### config.mk
export PLATFORM = sky130hd
export DESIGN_NAME = thermostat_with_fan_guard_core
export DESIGN_NICKNAME = d
export VERILOG_FILES = /design/src/rtl/tgfg_pkg.sv /design/src/rtl/tgfg_div.sv /design/src/rtl/tgfg_ctrl.sv /design/src/rtl/thermostat_with_fan_guard_core.sv
export SDC_FILE = /design/constraint.sdc
export NUM_CORES = 1
export LEC_CHECK = 0
export BUFFER_PORTS_ARGS = -buffer_cell sky130_fd_sc_hd__clkbuf_2
export CORE_ASPECT_RATIO = 1.4
export CORE_MARGIN = 2
export CORE_UTILIZATION = 25
export DETAILED_ROUTE_END_ITERATION = 12
export SETUP_SLACK_MARGIN = 0.1
export SLEW_MARGIN = 20
export SYNTH_ARGS = -nofsm -noshare
export SYNTH_HDL_FRONTEND = slang
export SYNTH_HIERARCHICAL = 1
export SYNTH_SLANG_ARGS = --single-unit
### constraint.sdc
create_clock -name i_clk -period 8.95 [get_ports i_clk]
set_input_delay 1.79 -clock i_clk [delete_from_list [all_inputs] [get_ports i_clk]]
set_output_delay 1.79 -clock i_clk [all_outputs]
set_load 0.05 [all_outputs]
### src/rtl/tgfg_pkg.sv
`timescale 1ns / 1ps
package tgfg_pkg;

    localparam int PULSES_PER_REV = 2;
    localparam int DEBOUNCE_US    = 1000;
    localparam int RPM_PERIOD_MS  = 1000;
    localparam int FAN_DELAY_MS   = 30000;
    localparam int MAX_RPM        = 10000;

    localparam int SENSE_PERIOD_MS    = 2000;
    localparam int REGULATE_PERIOD_MS = 1000;
    localparam int MS_PER_MIN         = 60000;

    localparam int TIME_W  = 32;
    localparam int TALLY_W = 16;
    localparam int RPM_W   = 14;
    localparam int TEMP_W  = 12;
    localparam int TGT_W   = 11;
    localparam int HYST_W  = 8;
    localparam int MARG_W  = 9;
    localparam int MODE_W  = 3;
    localparam int OP_W    = 2;
    localparam int CMP_W   = 14;
    localparam int PPR_W   = $clog2(PULSES_PER_REV + 1);
    localparam int DEN_W   = TIME_W + PPR_W;
    localparam int NUM_W   = 32;
    localparam int DIV_CNT_W = $clog2(NUM_W);

    localparam int CFG_IDX_W  = 3;
    localparam int CFG_DATA_W = 14;

    localparam logic [CFG_IDX_W-1:0] CFG_CONTROL_ENABLE  = 3'd0;
    localparam logic [CFG_IDX_W-1:0] CFG_TARGET_LEFT     = 3'd1;
    localparam logic [CFG_IDX_W-1:0] CFG_TARGET_RIGHT    = 3'd2;
    localparam logic [CFG_IDX_W-1:0] CFG_HEATER_ALLOWED  = 3'd3;
    localparam logic [CFG_IDX_W-1:0] CFG_FAN_ALLOWED     = 3'd4;
    localparam logic [CFG_IDX_W-1:0] CFG_HYSTERESIS      = 3'd5;
    localparam logic [CFG_IDX_W-1:0] CFG_OVERHEAT_MARGIN = 3'd6;
    localparam logic [CFG_IDX_W-1:0] CFG_MIN_SPEED       = 3'd7;

    localparam logic [OP_W-1:0] OP_TACH_EDGE   = 2'd0;
    localparam logic [OP_W-1:0] OP_TICK        = 2'd1;
    localparam logic [OP_W-1:0] OP_FAULT_RESET = 2'd2;

    localparam logic [MODE_W-1:0] MODE_IDLE        = 3'd0;
    localparam logic [MODE_W-1:0] MODE_HEATING     = 3'd1;
    localparam logic [MODE_W-1:0] MODE_COOLING     = 3'd2;
    localparam logic [MODE_W-1:0] MODE_OVERHEAT    = 3'd3;
    localparam logic [MODE_W-1:0] MODE_SPEED_FAULT = 3'd4;

    typedef struct packed {
        logic              control_enable;
        logic [TGT_W-1:0]  target_left;
        logic [TGT_W-1:0]  target_right;
        logic              heater_allowed;
        logic              fan_allowed;
        logic [HYST_W-1:0] hysteresis;
        logic [MARG_W-1:0] overheat_margin;
        logic [RPM_W-1:0]  min_speed;
    } t_cfg;

    typedef struct packed {
        logic [MODE_W-1:0] mode;
        logic              overheat;
        logic              speed_fault;
        logic [RPM_W-1:0]  fan_speed;
        logic              fan_on;
        logic              heater_on;
    } t_result;

endpackage

### src/rtl/tgfg_div.sv
`timescale 1ns / 1ps
module tgfg_div (
    input  logic                           i_clk,
    input  logic                           i_rst_n,
    input  logic                           i_start,
    input  logic [tgfg_pkg::NUM_W-1:0]     i_num,
    input  logic [tgfg_pkg::DEN_W-1:0]     i_den,
    output logic                           o_done,
    output logic [tgfg_pkg::NUM_W-1:0]     o_quot
);

    logic [tgfg_pkg::NUM_W-1:0]     r_nq;
    logic [tgfg_pkg::DEN_W-1:0]     r_rem;
    logic [tgfg_pkg::DEN_W-1:0]     r_den;
    logic [tgfg_pkg::DIV_CNT_W-1:0] r_cnt;
    logic                           r_busy;
    logic                           r_done;

    logic [tgfg_pkg::DEN_W:0] w_shift;
    logic [tgfg_pkg::DEN_W:0] w_diff;
    logic                     w_ge;

    // One quotient bit per cycle; the dividend shifts out as the quotient shifts in.
    assign w_shift = {r_rem, r_nq[tgfg_pkg::NUM_W-1]};
    assign w_ge    = (w_shift >= {1'b0, r_den});
    assign w_diff  = w_shift - {1'b0, r_den};

    always_ff @(posedge i_clk) begin
        if (!i_rst_n) begin
            r_busy <= 1'b0;
            r_done <= 1'b0;
            r_cnt  <= '0;
        end else begin
            r_done <= 1'b0;
            if (i_start) begin
                r_busy <= 1'b1;
                r_cnt  <= '1;
            end else if (r_busy) begin
                r_cnt <= r_cnt - 1'b1;
                if (r_cnt == '0) begin
                    r_busy <= 1'b0;
                    r_done <= 1'b1;
                end
            end
        end
    end

    always_ff @(posedge i_clk) begin
        if (i_start) begin
            r_nq  <= i_num;
            r_rem <= '0;
            r_den <= i_den;
        end else if (r_busy) begin
            r_nq  <= {r_nq[tgfg_pkg::NUM_W-2:0], w_ge};
            r_rem <= w_ge ? w_diff[tgfg_pkg::DEN_W-1:0] : w_shift[tgfg_pkg::DEN_W-1:0];
        end
    end

    assign o_done = r_done;
    assign o_quot = r_nq;

endmodule

### src/rtl/tgfg_ctrl.sv
`timescale 1ns / 1ps
module tgfg_ctrl (
    input  logic                              i_clk,
    input  logic                              i_rst_n,
    input  tgfg_pkg::t_cfg                    i_cfg,
    input  logic                              i_req_valid,
    output logic                              o_req_ready,
    input  logic [tgfg_pkg::OP_W-1:0]         i_op,
    input  logic [tgfg_pkg::TIME_W-1:0]       i_time_us,
    input  logic [tgfg_pkg::TIME_W-1:0]       i_time_ms,
    input  logic signed [tgfg_pkg::TEMP_W-1:0] i_left_temp,
    input  logic signed [tgfg_pkg::TEMP_W-1:0] i_right_temp,
    output logic                              o_res_valid,
    input  logic                              i_res_ready,
    output tgfg_pkg::t_result                 o_res
);

    localparam logic [3:0] S_IDLE  = 4'd0;
    localparam logic [3:0] S_EDGE  = 4'd1;
    localparam logic [3:0] S_RPM   = 4'd2;
    localparam logic [3:0] S_DIV   = 4'd3;
    localparam logic [3:0] S_FAN   = 4'd4;
    localparam logic [3:0] S_GATE  = 4'd5;
    localparam logic [3:0] S_SENSE = 4'd6;
    localparam logic [3:0] S_REG   = 4'd7;
    localparam logic [3:0] S_DELAY = 4'd8;
    localparam logic [3:0] S_DONE  = 4'd9;

    localparam int TW = tgfg_pkg::TIME_W;
    localparam int CW = tgfg_pkg::CMP_W;

    logic [3:0] r_state, n_state;

    logic [TW-1:0]                    r_tus, r_tms;
    logic signed [tgfg_pkg::TEMP_W-1:0] r_tl, r_tr;

    logic [tgfg_pkg::TALLY_W-1:0] r_tally, n_tally;
    logic [TW-1:0] r_last_edge, n_last_edge;
    logic [TW-1:0] r_last_rpm, n_last_rpm;
    logic [tgfg_pkg::RPM_W-1:0] r_rpm, n_rpm;
    logic [TW-1:0] r_last_sense, n_last_sense;
    logic [TW-1:0] r_last_reg, n_last_reg;
    logic [TW-1:0] r_deadline, n_deadline;
    logic r_pending, n_pending;
    logic r_heater, n_heater;
    logic r_fan, n_fan;
    logic r_fault, n_fault;
    logic r_over, n_over;
    logic [tgfg_pkg::MODE_W-1:0] r_mode, n_mode;

    logic [TW-1:0] w_diff;
    logic [TW-1:0] w_ref;
    logic [TW-1:0] w_period;
    logic          w_elapsed;
    logic          w_div_start;
    logic          w_div_done;
    logic [tgfg_pkg::NUM_W-1:0] w_num;
    logic [tgfg_pkg::DEN_W-1:0] w_den;
    logic [tgfg_pkg::NUM_W-1:0] w_quot;

    logic signed [CW-1:0] w_tl, w_tr, w_gl, w_gr, w_h, w_m;
    logic w_need, w_done, w_heat, w_stop, w_hot;

    // One shared wrapping subtract for every elapsed-time test, and one compare for all but the fan delay.
    always_comb begin
        w_ref    = r_last_edge;
        w_period = TW'(tgfg_pkg::DEBOUNCE_US);
        unique case (r_state)
            S_EDGE:  begin w_ref = r_last_edge;  w_period = TW'(tgfg_pkg::DEBOUNCE_US); end
            S_RPM:   begin w_ref = r_last_rpm;   w_period = TW'(tgfg_pkg::RPM_PERIOD_MS); end
            S_SENSE: begin w_ref = r_last_sense; w_period = TW'(tgfg_pkg::SENSE_PERIOD_MS); end
            S_REG:   begin w_ref = r_last_reg;   w_period = TW'(tgfg_pkg::REGULATE_PERIOD_MS); end
            S_DELAY: begin w_ref = r_deadline;   w_period = '0; end
            default: begin w_ref = r_last_edge;  w_period = TW'(tgfg_pkg::DEBOUNCE_US); end
        endcase
    end

    assign w_diff    = ((r_state == S_EDGE) ? r_tus : r_tms) - w_ref;
    assign w_elapsed = (w_diff >= w_period);

    assign w_num = tgfg_pkg::NUM_W'(r_tally) * tgfg_pkg::NUM_W'(tgfg_pkg::MS_PER_MIN);
    assign w_den = tgfg_pkg::DEN_W'(w_diff) * tgfg_pkg::DEN_W'(tgfg_pkg::PULSES_PER_REV);
    assign w_div_start = (r_state == S_RPM) && w_elapsed;

    tgfg_div u_div (
        .i_clk   (i_clk),
        .i_rst_n (i_rst_n),
        .i_start (w_div_start),
        .i_num   (w_num),
        .i_den   (w_den),
        .o_done  (w_div_done),
        .o_quot  (w_quot)
    );

    assign w_tl = CW'(r_tl);
    assign w_tr = CW'(r_tr);
    assign w_gl = $signed(CW'(i_cfg.target_left));
    assign w_gr = $signed(CW'(i_cfg.target_right));
    assign w_h  = $signed(CW'(i_cfg.hysteresis));
    assign w_m  = $signed(CW'(i_cfg.overheat_margin));

    assign w_need = (w_tl < w_gl - w_h) || (w_tr < w_gr - w_h);
    assign w_done = (w_tl > w_gl + w_h) && (w_tr > w_gr + w_h);
    assign w_heat = w_need && i_cfg.heater_allowed && !r_fault;
    assign w_stop = w_done || !i_cfg.heater_allowed;
    assign w_hot  = (w_tl > w_gl + w_m) || (w_tr > w_gr + w_m);

    always_comb begin
        n_state      = r_state;
        n_tally      = r_tally;
        n_last_edge  = r_last_edge;
        n_last_rpm   = r_last_rpm;
        n_rpm        = r_rpm;
        n_last_sense = r_last_sense;
        n_last_reg   = r_last_reg;
        n_deadline   = r_deadline;
        n_pending    = r_pending;
        n_heater     = r_heater;
        n_fan        = r_fan;
        n_fault      = r_fault;
        n_over       = r_over;
        n_mode       = r_mode;
        unique case (r_state)
            S_IDLE: begin
                if (i_req_valid) begin
                    unique case (i_op)
                        tgfg_pkg::OP_TACH_EDGE: n_state = S_EDGE;
                        tgfg_pkg::OP_TICK:      n_state = S_RPM;
                        tgfg_pkg::OP_FAULT_RESET: begin
                            n_fault = 1'b0;
                            n_over  = 1'b0;
                            n_mode  = tgfg_pkg::MODE_IDLE;
                            n_state = S_DONE;
                        end
                        default: n_state = S_DONE;
                    endcase
                end
            end
            S_EDGE: begin
                if (w_elapsed) begin
                    n_last_edge = r_tus;
                    if (r_tally != '1) begin
                        n_tally = r_tally + 1'b1;
                    end
                end
                n_state = S_DONE;
            end
            S_RPM: begin
                n_state = w_elapsed ? S_DIV : S_FAN;
            end
            S_DIV: begin
                if (w_div_done) begin
                    n_rpm = (w_quot > tgfg_pkg::NUM_W'(tgfg_pkg::MAX_RPM)) ?
                            '0 : w_quot[tgfg_pkg::RPM_W-1:0];
                    n_tally    = '0;
                    n_last_rpm = r_tms;
                    n_state    = S_FAN;
                end
            end
            S_FAN: begin
                if (r_fan) begin
                    if (r_rpm < i_cfg.min_speed) begin
                        if (!r_fault) begin
                            n_fault  = 1'b1;
                            n_heater = 1'b0;
                            n_mode   = tgfg_pkg::MODE_SPEED_FAULT;
                        end
                    end else if (r_fault) begin
                        n_fault = 1'b0;
                        n_mode  = tgfg_pkg::MODE_IDLE;
                    end
                end else begin
                    n_fault = 1'b0;
                end
                n_state = S_GATE;
            end
            S_GATE: begin
                if (!i_cfg.control_enable || r_fault) begin
                    n_heater = 1'b0;
                    if (!i_cfg.control_enable && r_fan && !r_pending) begin
                        n_fan = 1'b0;
                    end
                    n_state = S_DELAY;
                end else begin
                    n_state = S_SENSE;
                end
            end
            S_SENSE: begin
                if (w_elapsed) begin
                    n_last_sense = r_tms;
                    if (w_hot) begin
                        if (!r_over) begin
                            n_over   = 1'b1;
                            n_mode   = tgfg_pkg::MODE_OVERHEAT;
                            n_heater = 1'b0;
                        end
                    end else if (r_over) begin
                        n_over = 1'b0;
                        n_mode = tgfg_pkg::MODE_IDLE;
                    end
                end
                n_state = S_REG;
            end
            S_REG: begin
                if (w_elapsed) begin
                    n_last_reg = r_tms;
                    if (!r_over) begin
                        if (w_heat && !r_heater) begin
                            n_heater = 1'b1;
                            n_mode   = tgfg_pkg::MODE_HEATING;
                            if (i_cfg.fan_allowed) begin
                                n_fan = 1'b1;
                            end
                        end else if (w_stop && r_heater) begin
                            n_heater   = 1'b0;
                            n_mode     = tgfg_pkg::MODE_COOLING;
                            n_deadline = r_tms + TW'(tgfg_pkg::FAN_DELAY_MS);
                            n_pending  = 1'b1;
                        end else if (!r_heater && !r_fan && !r_pending) begin
                            if (r_mode != tgfg_pkg::MODE_IDLE &&
                                r_mode != tgfg_pkg::MODE_SPEED_FAULT &&
                                r_mode != tgfg_pkg::MODE_OVERHEAT) begin
                                n_mode = tgfg_pkg::MODE_IDLE;
                            end
                        end
                    end
                    n_state = S_DELAY;
                end else begin
                    n_state = S_DONE;
                end
            end
            S_DELAY: begin
                // The delay has run out once the wrapped difference is non-negative.
                if (r_pending && !w_diff[TW-1] && !r_heater) begin
                    if (r_fan) begin
                        n_fan = 1'b0;
                        if (r_mode == tgfg_pkg::MODE_COOLING) begin
                            n_mode = tgfg_pkg::MODE_IDLE;
                        end
                    end
                    n_pending = 1'b0;
                end
                n_state = S_DONE;
            end
            S_DONE: begin
                if (i_res_ready) begin
                    n_state = S_IDLE;
                end
            end
            default: n_state = S_IDLE;
        endcase
    end

    always_ff @(posedge i_clk) begin
        if (!i_rst_n) begin
            r_state      <= S_IDLE;
            r_tally      <= '0;
            r_last_edge  <= '0;
            r_last_rpm   <= '0;
            r_rpm        <= '0;
            r_last_sense <= '0;
            r_last_reg   <= '0;
            r_deadline   <= '0;
            r_pending    <= 1'b0;
            r_heater     <= 1'b0;
            r_fan        <= 1'b0;
            r_fault      <= 1'b0;
            r_over       <= 1'b0;
            r_mode       <= tgfg_pkg::MODE_IDLE;
        end else begin
            r_state      <= n_state;
            r_tally      <= n_tally;
            r_last_edge  <= n_last_edge;
            r_last_rpm   <= n_last_rpm;
            r_rpm        <= n_rpm;
            r_last_sense <= n_last_sense;
            r_last_reg   <= n_last_reg;
            r_deadline   <= n_deadline;
            r_pending    <= n_pending;
            r_heater     <= n_heater;
            r_fan        <= n_fan;
            r_fault      <= n_fault;
            r_over       <= n_over;
            r_mode       <= n_mode;
        end
    end

    always_ff @(posedge i_clk) begin
        if (r_state == S_IDLE && i_req_valid) begin
            r_tus <= i_time_us;
            r_tms <= i_time_ms;
            r_tl  <= i_left_temp;
            r_tr  <= i_right_temp;
        end
    end

    assign o_req_ready = (r_state == S_IDLE);
    assign o_res_valid = (r_state == S_DONE);

    assign o_res.heater_on   = r_heater;
    assign o_res.fan_on      = r_fan;
    assign o_res.fan_speed   = r_rpm;
    assign o_res.speed_fault = r_fault;
    assign o_res.overheat    = r_over;
    assign o_res.mode        = r_mode;

endmodule

### src/rtl/thermostat_with_fan_guard_core.sv
`timescale 1ns / 1ps
// A fault reset or an unused code goes straight to the result; a tach edge passes through
// the debounce check, and a control tick through the fan check and the control steps.
// A fan-speed update waits on the bit-serial divider, one quotient bit per cycle.
// One request is in work at a time; the next is taken in the cycle after the result moves
// to the output register.
// Synchronous active-low reset clears timers, counters and flags and loads config defaults.
module thermostat_with_fan_guard_core (
    input  logic                                 i_clk,
    input  logic                                 i_rst_n,
    input  logic                                 i_cfg_wen,
    input  logic [tgfg_pkg::CFG_IDX_W-1:0]       i_cfg_index,
    input  logic [tgfg_pkg::CFG_DATA_W-1:0]      i_cfg_wdata,
    input  logic                                 s_axis_tvalid,
    output logic                                 s_axis_tready,
    // operation[1:0], time_us[33:2], time_ms[65:34], left_temp[77:66],
    // right_temp[89:78], zero padding[95:90]
    input  logic [95:0]                          s_axis_tdata,
    output logic                                 m_axis_tvalid,
    input  logic                                 m_axis_tready,
    // heater_on[0], fan_on[1], fan_speed[15:2], speed_fault[16], overheat[17],
    // mode[20:18], zero padding[23:21]
    output logic [23:0]                          m_axis_tdata
);

    tgfg_pkg::t_cfg    r_cfg;
    tgfg_pkg::t_result w_res;
    tgfg_pkg::t_result r_out;
    logic              r_out_valid;
    logic              w_res_valid;
    logic              w_res_ready;

    always_ff @(posedge i_clk) begin
        if (!i_rst_n) begin
            r_cfg.control_enable  <= 1'b0;
            r_cfg.target_left     <= tgfg_pkg::TGT_W'(640);
            r_cfg.target_right    <= tgfg_pkg::TGT_W'(640);
            r_cfg.heater_allowed  <= 1'b1;
            r_cfg.fan_allowed     <= 1'b1;
            r_cfg.hysteresis      <= tgfg_pkg::HYST_W'(8);
            r_cfg.overheat_margin <= tgfg_pkg::MARG_W'(80);
            r_cfg.min_speed       <= tgfg_pkg::RPM_W'(500);
        end else if (i_cfg_wen) begin
            unique case (i_cfg_index)
                tgfg_pkg::CFG_CONTROL_ENABLE:  r_cfg.control_enable  <= i_cfg_wdata[0];
                tgfg_pkg::CFG_TARGET_LEFT:     r_cfg.target_left     <=
                                                   i_cfg_wdata[tgfg_pkg::TGT_W-1:0];
                tgfg_pkg::CFG_TARGET_RIGHT:    r_cfg.target_right    <=
                                                   i_cfg_wdata[tgfg_pkg::TGT_W-1:0];
                tgfg_pkg::CFG_HEATER_ALLOWED:  r_cfg.heater_allowed  <= i_cfg_wdata[0];
                tgfg_pkg::CFG_FAN_ALLOWED:     r_cfg.fan_allowed     <= i_cfg_wdata[0];
                tgfg_pkg::CFG_HYSTERESIS:      r_cfg.hysteresis      <=
                                                   i_cfg_wdata[tgfg_pkg::HYST_W-1:0];
                tgfg_pkg::CFG_OVERHEAT_MARGIN: r_cfg.overheat_margin <=
                                                   i_cfg_wdata[tgfg_pkg::MARG_W-1:0];
                tgfg_pkg::CFG_MIN_SPEED:       r_cfg.min_speed       <=
                                                   i_cfg_wdata[tgfg_pkg::RPM_W-1:0];
                default: ;
            endcase
        end
    end

    tgfg_ctrl u_ctrl (
        .i_clk        (i_clk),
        .i_rst_n      (i_rst_n),
        .i_cfg        (r_cfg),
        .i_req_valid  (s_axis_tvalid),
        .o_req_ready  (s_axis_tready),
        .i_op         (s_axis_tdata[1:0]),
        .i_time_us    (s_axis_tdata[33:2]),
        .i_time_ms    (s_axis_tdata[65:34]),
        .i_left_temp  (s_axis_tdata[77:66]),
        .i_right_temp (s_axis_tdata[89:78]),
        .o_res_valid  (w_res_valid),
        .i_res_ready  (w_res_ready),
        .o_res        (w_res)
    );

    assign w_res_ready = !r_out_valid || m_axis_tready;

    always_ff @(posedge i_clk) begin
        if (!i_rst_n) begin
            r_out_valid <= 1'b0;
        end else if (w_res_ready) begin
            r_out_valid <= w_res_valid;
        end
    end

    always_ff @(posedge i_clk) begin
        if (w_res_ready && w_res_valid) begin
            r_out <= w_res;
        end
    end

    assign m_axis_tvalid = r_out_valid;
    assign m_axis_tdata  = {3'b000, r_out};

endmodule
==> results of run 1 <==
==> worst register-to-register path: stages, from the launching register on <==
cell and delay (ps):
dfxtp_1 690, clkinv_1 450, nand2_1 340, nor3_2 80
buf_4 320, a222oi_1 420, a31oi_1 140, ha_1 250
fa_1 400, nand2b_1 180, nand2b_1 70, a21oi_1 80
xnor2_1 200, ha_1 280, nand4_1 100, nor2_1 40
a2111oi_0 470, o21a_1 200, o21ai_0 100, or4_1 450
nor4_2 250, nand4_4 350, nor3_1 300, buf_4 190
nor2_4 140, nor2_1 330, nand2b_1 180, o32ai_1 290
==> cell families (layout without fill, tap and decap cells) <==
| family | count (synthesis) | count (layout) | share of synthesized area [%] |
|---|---|---|---|
| mux | 209 | 209 | 6.864 |
| xor+xnor | 156 | 156 | 4.396 |
| flops | 475 | 475 | 36.23 |
| compound gates | 697 | 697 | 14.91 |
| fa+ha+maj | 359 | 359 | 16.12 |
| buf+inv | 366 | 453 | 4.915 |
| simple gates | 1047 | 1047 | 16.54 |
| other cells | 2 | 11 | 0.02416 |
==> final cells by class <==
class                   instances  share of cell area [%]
clock inverters                27                  0.8954
inverters                     186                   1.983
diodes                          1                0.007106
repair buffers                161                   2.576
multi-input cells            2478                   52.21
flip-flops and latches        475                   31.98
well taps                    1627                   5.781
clock buffers                  79                   4.569
==> final timing paths <==
| check | to | cells past startpoint | start | slack [ps] |
|---|---|---|---|---|
| max reg2reg | u_ctrl/u_div/r_rem[28]$_SDFFE_PP0P_ | 27 | u_ctrl/r_state[0]$_SDFFE_PN0P_ | 1550 |
| min | r_cfg[9]$_SDFFE_PN0P_ | 2 | r_cfg[9]$_SDFFE_PN0P_ | 460 |
| min reg2reg | r_cfg[9]$_SDFFE_PN0P_ | 2 | r_cfg[9]$_SDFFE_PN0P_ | 460 |
| max | u_ctrl/u_div/r_rem[28]$_SDFFE_PP0P_ | 27 | u_ctrl/r_state[0]$_SDFFE_PN0P_ | 1550 |
==> cell usage after synthesis, drive strengths merged (9+ instances only) <==
cell type / n
a21boi: 37
edfxtp: 175
or4: 9
and2: 14
a21oi: 181
mux2: 33
ha: 290
o21ai: 159
inv: 185
nand4: 40
nor2: 168
o31ai: 14
a222oi: 32
and3: 15
clkbuf: 126
nand2: 383
or3: 21
nor4: 19
nand2b: 34
fa: 69
xor2: 50
xnor2: 106
a31oi: 16
o211ai: 16
o21a: 17
nor3: 37
dfxtp: 300
nand3: 117
mux2i: 176
a21o: 54
a211oi: 42
a22oi: 15
nor2b: 154
buf: 54
o21bai: 36
==> per-layer routing <==
layer	GRT usage [%]	vias up	part of all wire (%)
li1	-	11860	-
met1	15.54	11480	42
met2	23.86	480	51
met3	1.670	162	3.6
met4	4.736	0	3.6
met5	0	-	0
==> cell usage in the layout, fill, tap and decap left out, drive strengths merged, types with 16 or more instances in the layout <==
master	n
a211oi	42
a21boi	37
a21o	54
a21oi	181
a222oi	32
a31oi	16
buf	27
clkbuf	213
dfxtp	300
edfxtp	175
fa	69
ha	290
inv	194
mux2	33
mux2i	176
nand2	383
nand2b	34
nand3	117
nand4	40
nor2	168
nor2b	154
nor3	37
nor4	19
o211ai	16
o21a	17
o21ai	159
o21bai	36
or3	21
xnor2	106
xor2	50
==> report_power, final <==
part	internal [mW]	leakage [nW]	switching (mW)	total, mW
logic	2.23	9.93	3.84	6.07
registers	2.84	4.06	0.355	3.19
clock network	1.41	0.950	0.979	2.39
total	6.48	14.9	5.17	11.7
==> report_table.html, run 1 <==
<table>
<tr><th>Metric</th><th>Value</th></tr>
<tr><th colspan="2">STA</th></tr>
<tr><td>Accumulated negative setup slack</td><td>0 ps</td></tr>
<tr><td>Number of pins with negative max-slew slack in the final report</td><td>0</td></tr>
<tr><td>Fmax</td><td>135.2 MHz</td></tr>
<tr><td>Final setup viols</td><td>0</td></tr>
<tr><td>Worst setup slack after layout</td><td>1552 ps</td></tr>
<tr><td>Tightest slew margin relative to the limit</td><td>11.66%</td></tr>
<tr><td>Period utilisation layout</td><td>82.65%</td></tr>
<tr><td>Actual transition at the worst max-transition pin</td><td>1292 ps</td></tr>
<tr><td>Shortest clock period the worst path allows after layout</td><td>7398 ps</td></tr>
<tr><td>Hold Violations, Final</td><td>0</td></tr>
<tr><td>Clock Skew</td><td>32.46 ps</td></tr>
<tr><td>Unrepaired setup endpoints after global routing</td><td>no</td></tr>
<tr><td>Hold WS</td><td>458.4 ps</td></tr>
<tr><th colspan="2">Logic synthesis</th></tr>
<tr><td>Synthesis warning total</td><td>6</td></tr>
<tr><td>Synthesized cell area</td><td>0.03108 mm^2</td></tr>
<tr><td>Fraction of post-synthesis cell area in the top cell type by area</td><td>19.32%</td></tr>
<tr><td>Synth unique cells</td><td>98</td></tr>
<tr><td>Synthesized instance count</td><td>3311</td></tr>
<tr><td>FFs w/ async S/R, synth</td><td>0%</td></tr>
<tr><td>FF+latch count, synth</td><td>475</td></tr>
<tr><td>Largest cells by area after synthesis</td><td>dfxtp_1, edfxtp_1, ha_1</td></tr>
<tr><td>Per-instance average area after synthesis</td><td>9.387 um^2</td></tr>
<tr><td>Sequential area share after synthesis</td><td>36.23%</td></tr>
<tr><td>Cell type contributing the most total cell area after synthesis</td><td>dfxtp_1</td></tr>
<tr><td>Predominant post-synthesis flop cell</td><td>dfxtp_1</td></tr>
<tr><td>Number of enable-type register cells in the synthesized netlist</td><td>175</td></tr>
<tr><th colspan="2">Drt</th></tr>
<tr><td>Sum of routed wire length over all layers</td><td>85680 um</td></tr>
<tr><td>Drt initial violations</td><td>1461</td></tr>
<tr><td>Pre-Repair DR Iteration Count</td><td>6</td></tr>
<tr><td>Vias per cell</td><td>4.764</td></tr>
<tr><td>DRC violations left</td><td>0</td></tr>
<tr><td>Total number of vias</td><td>23980</td></tr>
<tr><td>Routed wire length per instance</td><td>17.02 um</td></tr>
<tr><td>Post-DRT Antenna Nets</td><td>0</td></tr>
<tr><th colspan="2">Worst hold path</th></tr>
<tr><td>Worst min-delay path category</td><td>flop to flop</td></tr>
<tr><th colspan="2">Cells and area</th></tr>
<tr><td>Final core utilization</td><td>28.43%</td></tr>
<tr><td>Final non-filler cell area</td><td>0.03522 mm^2</td></tr>
<tr><td>Biggest regs</td><td>r_cfg x56, u_ctrl/u_div/r_den x34, u_ctrl/u_div/r_rem x34</td></tr>
<tr><td>Layout cells sized above 1</td><td>9.601%</td></tr>
<tr><td>Register containing the most flip-flops in the final layout</td><td>r_cfg</td></tr>
<tr><td>Number of filler instances in the final layout</td><td>13070</td></tr>
<tr><td>Layout-stage area growth over the synthesis result</td><td>13.31%</td></tr>
<tr><td>Largest register FFs</td><td>56</td></tr>
<tr><td>Non-filler instance count after layout</td><td>5034</td></tr>
<tr><td>Number of nets in the final layout</td><td>3836</td></tr>
<tr><td>Area of combinational cells with multiple inputs</td><td>0.01839 mm^2</td></tr>
<tr><td>Sequential cell area in the final layout</td><td>0.01126 mm^2</td></tr>
<tr><th colspan="2">Placed design</th></tr>
<tr><td>Dpl cells</td><td>4927</td></tr>
<tr><td>Buffers on Ports</td><td>134</td></tr>
<tr><td>Standard cell area after detailed placement</td><td>0.03329 mm^2</td></tr>
<tr><td>Dpl hpwl</td><td>63320 um</td></tr>
<tr><td>Worst setup timing slack at the placement stage</td><td>1499 ps</td></tr>
<tr><td>Final GP Congestion</td><td>0.9162</td></tr>
<tr><th colspan="2">Setup path</th></tr>
<tr><td>Slowest cell delay on critical path</td><td>690 ps</td></tr>
<tr><td>Largest delay share family, worst path</td><td>simple AND/OR/NAND/NOR gates</td></tr>
<tr><td>Path type of the worst setup path</td><td>flop to flop</td></tr>
<tr><td>Critical path's most frequent cell</td><td>nand2b_1</td></tr>
<tr><td>Required time reported for the critical path endpoint</td><td>9500 ps</td></tr>
<tr><td>Arrival time worst endpoint</td><td>7950 ps</td></tr>
<tr><td>Cell with the largest stage delay on the worst path</td><td>dfxtp_1</td></tr>
<tr><td>Type of destination of the critical path</td><td>flop</td></tr>
<tr><td>Maximum fanout along the worst path</td><td>32</td></tr>
<tr><td>Critical Path Source Type</td><td>flop</td></tr>
<tr><td>Bufs and invs on worst path</td><td>3</td></tr>
<tr><th colspan="2">Status</th></tr>
<tr><td>Result of the run</td><td>completed</td></tr>
<tr><th colspan="2">Run</th></tr>
<tr><td>Max-cap check violation count</td><td>0</td></tr>
<tr><th colspan="2">CTS</th></tr>
<tr><td>CTS root buffer</td><td>clkbuf_16</td></tr>
<tr><td>Clock H-tree levels</td><td>2</td></tr>
<tr><td>Hold-fix buffers, CTS</td><td>0</td></tr>
<tr><td>PostCTS Resize Cnt</td><td>0</td></tr>
<tr><td>Buffers inserted by post-CTS timing repair</td><td>0</td></tr>
<tr><td>Buffer depth of the longest clock path</td><td>3</td></tr>
<tr><td>Clock tree from TritonCTS</td><td>yes</td></tr>
<tr><td>Clock buffer count from CTS</td><td>57</td></tr>
<tr><td>Number of clock sinks</td><td>475</td></tr>
<tr><td>Insertion delay to the later sink of the worst-skew pair</td><td>670 ps</td></tr>
<tr><td>Clk pin slew, worst setup/hold paths</td><td>60 ps</td></tr>
<tr><th colspan="2">Floorplan</th></tr>
<tr><td>Effective utilization at floorplan</td><td>25.09%</td></tr>
<tr><td>Die Area</td><td>0.1272 mm^2</td></tr>
<tr><td>Die boundary width</td><td>302.0 um</td></tr>
<tr><td>Core Region</td><td>0.1239 mm^2</td></tr>
<tr><td>I/O pins</td><td>144</td></tr>
<tr><td>Vertical die dimension</td><td>421.2 um</td></tr>
<tr><td>Cell row count</td><td>153</td></tr>
<tr><th colspan="2">Power</th></tr>
<tr><td>Post-layout power</td><td>11.66 mW</td></tr>
<tr><td>Peak supply drop</td><td>0.2504 mV</td></tr>
<tr><td>Power density of the placed cells</td><td>331.0 mW/mm^2</td></tr>
<tr><td>Standby leakage power</td><td>14.94 nW</td></tr>
<tr><th colspan="2">GRT</th></tr>
<tr><td>Initial antenna violation count</td><td>7</td></tr>
<tr><td>Total gr overflow</td><td>0</td></tr>
<tr><td>Gr usage total</td><td>13.10%</td></tr>
<tr><td>Largest net degree at the start of global routing</td><td>120</td></tr>
<tr><td>Via count of the first global-routing pass</td><td>23850</td></tr>
<tr><td>First-pass GRT wire length</td><td>132500 um</td></tr>
</table>
No activity file was read; power rests on OpenSTA's default activity.
==> run 2: changes to the inputs <==
- ABC_AREA: not set -> 1
- clock period: 8.95 -> 7.4 ns (I/O delays scaled with it)
==> run 2 against run 1 <==
  * Highest routed layer is now met5
  * Critical path depth is 6 higher
  * Fmax is 15% higher
  * Hold slack worse by 4.5 ps
  * First-iteration DRC count is 18% higher
  * Critical path type unchanged
  * Power is 6.8% higher
  * Clock power is 10% higher
  * Sequential share of layout area is 0.97 points lower
  * Via count is 16% higher
  * Critical endpoint is now u_ctrl/u_div/o_quot[23]$_DFFE_PP_
  * Clock skew is 32 ps higher
  * Worst setup slack worse by 600 ps
  * Largest power group unchanged
==> report_table.html, run 2 <==
<table>
<tr><th>Metric</th><th>Value</th></tr>
<tr><th colspan="2">CTS</th></tr>
<tr><td>CTS root buffer</td><td>clkbuf_16</td></tr>
<tr><td>Hold-fix buffers, CTS</td><td>0</td></tr>
<tr><td>Clock tree from TritonCTS</td><td>yes</td></tr>
<tr><td>Buffers inserted by post-CTS timing repair</td><td>0</td></tr>
<tr><td>Clock buffer count from CTS</td><td>47</td></tr>
<tr><td>Buffer depth of the longest clock path</td><td>3</td></tr>
<tr><td>PostCTS Resize Cnt</td><td>0</td></tr>
<tr><td>Clk pin slew, worst setup/hold paths</td><td>60 ps</td></tr>
<tr><td>Number of clock sinks</td><td>475</td></tr>
<tr><td>Clock H-tree levels</td><td>2</td></tr>
<tr><td>Insertion delay to the later sink of the worst-skew pair</td><td>660 ps</td></tr>
<tr><th colspan="2">STA</th></tr>
<tr><td>Worst setup slack after layout</td><td>956.4 ps</td></tr>
<tr><td>Number of pins with negative max-slew slack in the final report</td><td>0</td></tr>
<tr><td>Final setup viols</td><td>0</td></tr>
<tr><td>Clock Skew</td><td>64.52 ps</td></tr>
<tr><td>Shortest clock period the worst path allows after layout</td><td>6444 ps</td></tr>
<tr><td>Hold Violations, Final</td><td>0</td></tr>
<tr><td>Tightest slew margin relative to the limit</td><td>29.78%</td></tr>
<tr><td>Actual transition at the worst max-transition pin</td><td>1051 ps</td></tr>
<tr><td>Unrepaired setup endpoints after global routing</td><td>no</td></tr>
<tr><td>Accumulated negative setup slack</td><td>0 ps</td></tr>
<tr><td>Fmax</td><td>155.2 MHz</td></tr>
<tr><td>Period utilisation layout</td><td>87.08%</td></tr>
<tr><th colspan="2">Logic synthesis</th></tr>
<tr><td>Fraction of post-synthesis cell area in the top cell type by area</td><td>18.59%</td></tr>
<tr><td>Cell types with the highest counts after synthesis</td><td>nand2_1, inv_1, nor2_1, a21oi_1, dfxtp_1</td></tr>
<tr><td>Predominant post-synthesis flop cell</td><td>dfxtp_1</td></tr>
<tr><td>Largest cells by area after synthesis</td><td>dfxtp_1, edfxtp_1, nand2_1</td></tr>
<tr><td>Sequential area share after synthesis</td><td>34.85%</td></tr>
<tr><td>Synthesized cell area</td><td>0.03231 mm^2</td></tr>
<tr><td>FFs w/ async S/R, synth</td><td>0%</td></tr>
<tr><td>Cell type contributing the most total cell area after synthesis</td><td>dfxtp_1</td></tr>
<tr><td>Number of enable-type register cells in the synthesized netlist</td><td>175</td></tr>
<tr><td>Most instantiated library cell after synthesis</td><td>nand2_1</td></tr>
<tr><td>FF+latch count, synth</td><td>475</td></tr>
<tr><td>Per-instance average area after synthesis</td><td>7.485 um^2</td></tr>
<tr><td>Synthesis warning total</td><td>6</td></tr>
<tr><td>Synth unique cells</td><td>58</td></tr>
<tr><td>Synthesized instance count</td><td>4317</td></tr>
<tr><th colspan="2">Power</th></tr>
<tr><td>Clock share of power</td><td>21.2%</td></tr>
<tr><td>Power dissipated by switching net loads</td><td>5.679 mW</td></tr>
<tr><td>Internal power component</td><td>6.767 mW</td></tr>
<tr><td>Peak supply drop</td><td>0.1643 mV</td></tr>
<tr><td>Power density of the placed cells</td><td>342.7 mW/mm^2</td></tr>
<tr><td>Combinational cell fraction of total power</td><td>50.0%</td></tr>
<tr><td>Standby leakage power</td><td>17.17 nW</td></tr>
<tr><td>Reg power frac</td><td>28.8%</td></tr>
<tr><td>Switching share of power</td><td>45.63%</td></tr>
<tr><th colspan="2">Cells and area</th></tr>
<tr><td>Most used cells in the layout excluding fill and tap cells</td><td>nand2_1, inv_1, nor2_1, a21oi_1, dfxtp_1</td></tr>
<tr><td>Largest register FFs</td><td>56</td></tr>
<tr><td>Most common cell after layout, fill and taps aside</td><td>nand2_1</td></tr>
<tr><td>Biggest regs</td><td>r_cfg x56, u_ctrl/u_div/r_den x34, u_ctrl/u_div/r_rem x34</td></tr>
<tr><td>Register containing the most flip-flops in the final layout</td><td>r_cfg</td></tr>
<tr><td>Number of filler instances in the final layout</td><td>13930</td></tr>
<tr><td>Number of nets in the final layout</td><td>4879</td></tr>
<tr><td>Layout-stage area growth over the synthesis result</td><td>12.38%</td></tr>
<tr><td>Layout cells sized above 1</td><td>7.476%</td></tr>
<tr><td>Final non-filler cell area</td><td>0.03631 mm^2</td></tr>
<tr><th colspan="2">Drt</th></tr>
<tr><td>Routed wire length per instance</td><td>15.51 um</td></tr>
<tr><td>Pre-Repair DR Iteration Count</td><td>7</td></tr>
<tr><td>Post-DRT Antenna Nets</td><td>0</td></tr>
<tr><td>Total number of vias</td><td>27760</td></tr>
<tr><td>Sum of routed wire length over all layers</td><td>94630 um</td></tr>
<tr><td>Vias per cell</td><td>4.551</td></tr>
<tr><td>Drt initial violations</td><td>1719</td></tr>
<tr><td>DRC violations left</td><td>0</td></tr>
<tr><th colspan="2">GRT</th></tr>
<tr><td>Via count of the first global-routing pass</td><td>27560</td></tr>
<tr><td>Gr usage total</td><td>14.19%</td></tr>
<tr><td>First-pass GRT wire length</td><td>148600 um</td></tr>
<tr><td>Initial antenna violation count</td><td>5</td></tr>
<tr><td>Total gr overflow</td><td>0</td></tr>
<tr><td>Largest net degree at the start of global routing</td><td>121</td></tr>
<tr><th colspan="2">Placed design</th></tr>
<tr><td>Final GP Congestion</td><td>0.9129</td></tr>
<tr><td>Worst setup timing slack at the placement stage</td><td>933.8 ps</td></tr>
<tr><td>Standard cell area after detailed placement</td><td>0.03463 mm^2</td></tr>
<tr><td>Dpl hpwl</td><td>73140 um</td></tr>
<tr><td>Buffers on Ports</td><td>134</td></tr>
<tr><th colspan="2">Setup path</th></tr>
<tr><td>Slowest cell delay on critical path</td><td>720 ps</td></tr>
<tr><td>Critical path's most frequent cell</td><td>nand2_1</td></tr>
<tr><td>Path type of the worst setup path</td><td>flop to flop</td></tr>
<tr><td>Arrival time worst endpoint</td><td>6520 ps</td></tr>
<tr><td>Critical Path Source Type</td><td>flop</td></tr>
<tr><td>Type of destination of the critical path</td><td>flop</td></tr>
<tr><td>Cell with the largest stage delay on the worst path</td><td>clkinv_2</td></tr>
<tr><td>Logic depth of the worst register-to-register path</td><td>33</td></tr>
<tr><td>Start of the worst register-to-register path</td><td>u_ctrl/r_state[0]$_SDFFE_PN0P_</td></tr>
<tr><td>Maximum fanout along the worst path</td><td>50</td></tr>
<tr><td>Required time reported for the critical path endpoint</td><td>7470 ps</td></tr>
<tr><td>Worst r2r dst</td><td>u_ctrl/u_div/o_quot[23]$_DFFE_PP_</td></tr>
<tr><td>Flop-to-flop setup slack</td><td>960 ps</td></tr>
<tr><th colspan="2">Status</th></tr>
<tr><td>Result of the run</td><td>completed</td></tr>
<tr><th colspan="2">Worst hold path</th></tr>
<tr><td>Destination of the worst hold path</td><td>u_ctrl/r_last_rpm[1]$_SDFFE_PN0P_</td></tr>
<tr><td>Startpoint of the lowest-slack hold path</td><td>u_ctrl/r_last_rpm[1]$_SDFFE_PN0P_</td></tr>
<tr><td>Worst min-delay path category</td><td>flop to flop</td></tr>
<tr><td>Cell depth of the worst min-delay path</td><td>2</td></tr>
<tr><th colspan="2">Floorplan</th></tr>
<tr><td>Die boundary width</td><td>307.8 um</td></tr>
<tr><td>Core Region</td><td>0.1286 mm^2</td></tr>
<tr><td>I/O pins</td><td>144</td></tr>
<tr><td>Effective utilization at floorplan</td><td>25.12%</td></tr>
<tr><td>Cell row count</td><td>156</td></tr>
<tr><td>Die Area</td><td>0.1322 mm^2</td></tr>
<tr><td>Vertical die dimension</td><td>429.4 um</td></tr>
<tr><th colspan="2">Run</th></tr>
<tr><td>Max-cap check violation count</td><td>0</td></tr>
</table>
[run 2: kinds of logic (layout without fill, tap and decap cells)]
kind of cell | Yosys count | count (layout) | synth area share, %
adder cells (fa/ha/maj) | 359 | 359 | 15.50
multiplexers | 1 | 1 | 0.03098
other | 2 | 11 | 0.02324
XOR/XNOR | 131 | 131 | 3.551
AND/OR/NAND/NOR | 1902 | 1902 | 24.81
AO/OA/AOI/OAI | 701 | 701 | 11.92
flip-flops | 475 | 475 | 34.85
buffers and inverters | 746 | 862 | 9.317
[run 2: metrics by stage]
stage                     cells  utilization (%)  total power [mW]  hold slack, ps
final                      6101            28.23             12.45           453.9
after floorplan            4325                -             8.009           424.2
after global placement     6012            26.92             9.852           435.9
after global routing       6101            28.23             13.53           463.0
after CTS                  6100            28.23             12.57           449.7
after detailed placement   6012            26.92             9.885           440.4
[run 2: critical path, delay by kind of cell, from the launching register on]
kind                       cells  cell delay (ps)
buffers and inverters          9             2000
AOI/OAI and AO/OA              2              350
xor gates and xnor gates       1              290
adders and majority gates      2              630
DFF                            1              390
and+or+nand+nor               19             2210
[run 2: power by group through the flow]
stage | sequential (mW) | clock [mW] | combinational [mW]
after floorplan | 3.57 | 0 | 4.44
after global placement | 3.63 | 0 | 6.22
after detailed placement | 3.63 | 0 | 6.25
after CTS | 3.58 | 2.71 | 6.28
after global routing | 3.62 | 2.79 | 7.12
final | 3.58 | 2.63 | 6.23
[run 2: cell type report]
| type | count | area [um^2] | share of cell area (%) |
|---|---|---|---|
| sequential | 475 | 11260 | 31.01 |
| multi-input combinational | 3104 | 18100 | 49.85 |
| timing repair buffer | 160 | 884.6 | 2.436 |
| antenna | 1 | 2.502 | 0.006891 |
| clock buffer | 64 | 1345 | 3.704 |
| tap | 1659 | 2076 | 5.716 |
| clock inverter | 24 | 336.6 | 0.9269 |
| inverter | 614 | 2306 | 6.350 |
[run 2: routing by layer]
metal	vias to the layer above	GRT usage, %	share of wire (%)
li1	14170	-	-
met1	12840	16.76	42
met2	559	25.07	49
met3	190	1.950	4.2
met4	4	6.837	4.9
met5	-	0	0.022
[run 2: worst max-delay path by stage]
stage | startpoint | endpoint | slack, ps | cells after the start
after global routing | u_ctrl/r_state[0]$_SDFFE_PN0P_ | u_ctrl/u_div/r_rem[2]$_SDFFE_PP0P_ | 390 | 34
final | u_ctrl/r_state[0]$_SDFFE_PN0P_ | u_ctrl/u_div/o_quot[23]$_DFFE_PP_ | 960 | 33
after floorplan | u_ctrl/r_state[3]$_SDFFE_PN0P_ | u_ctrl/u_div/o_quot[0]$_DFFE_PP_ | 1300 | 36
after detailed placement | u_ctrl/r_state[3]$_SDFFE_PN0P_ | u_ctrl/u_div/o_quot[0]$_DFFE_PP_ | 930 | 31
after CTS | u_ctrl/r_state[3]$_SDFFE_PN0P_ | u_ctrl/u_div/o_quot[0]$_DFFE_PP_ | 860 | 31
after global placement | u_ctrl/r_state[0]$_SDFFE_PN0P_ | u_ctrl/u_div/o_quot[0]$_DFFE_PP_ | 950 | 33
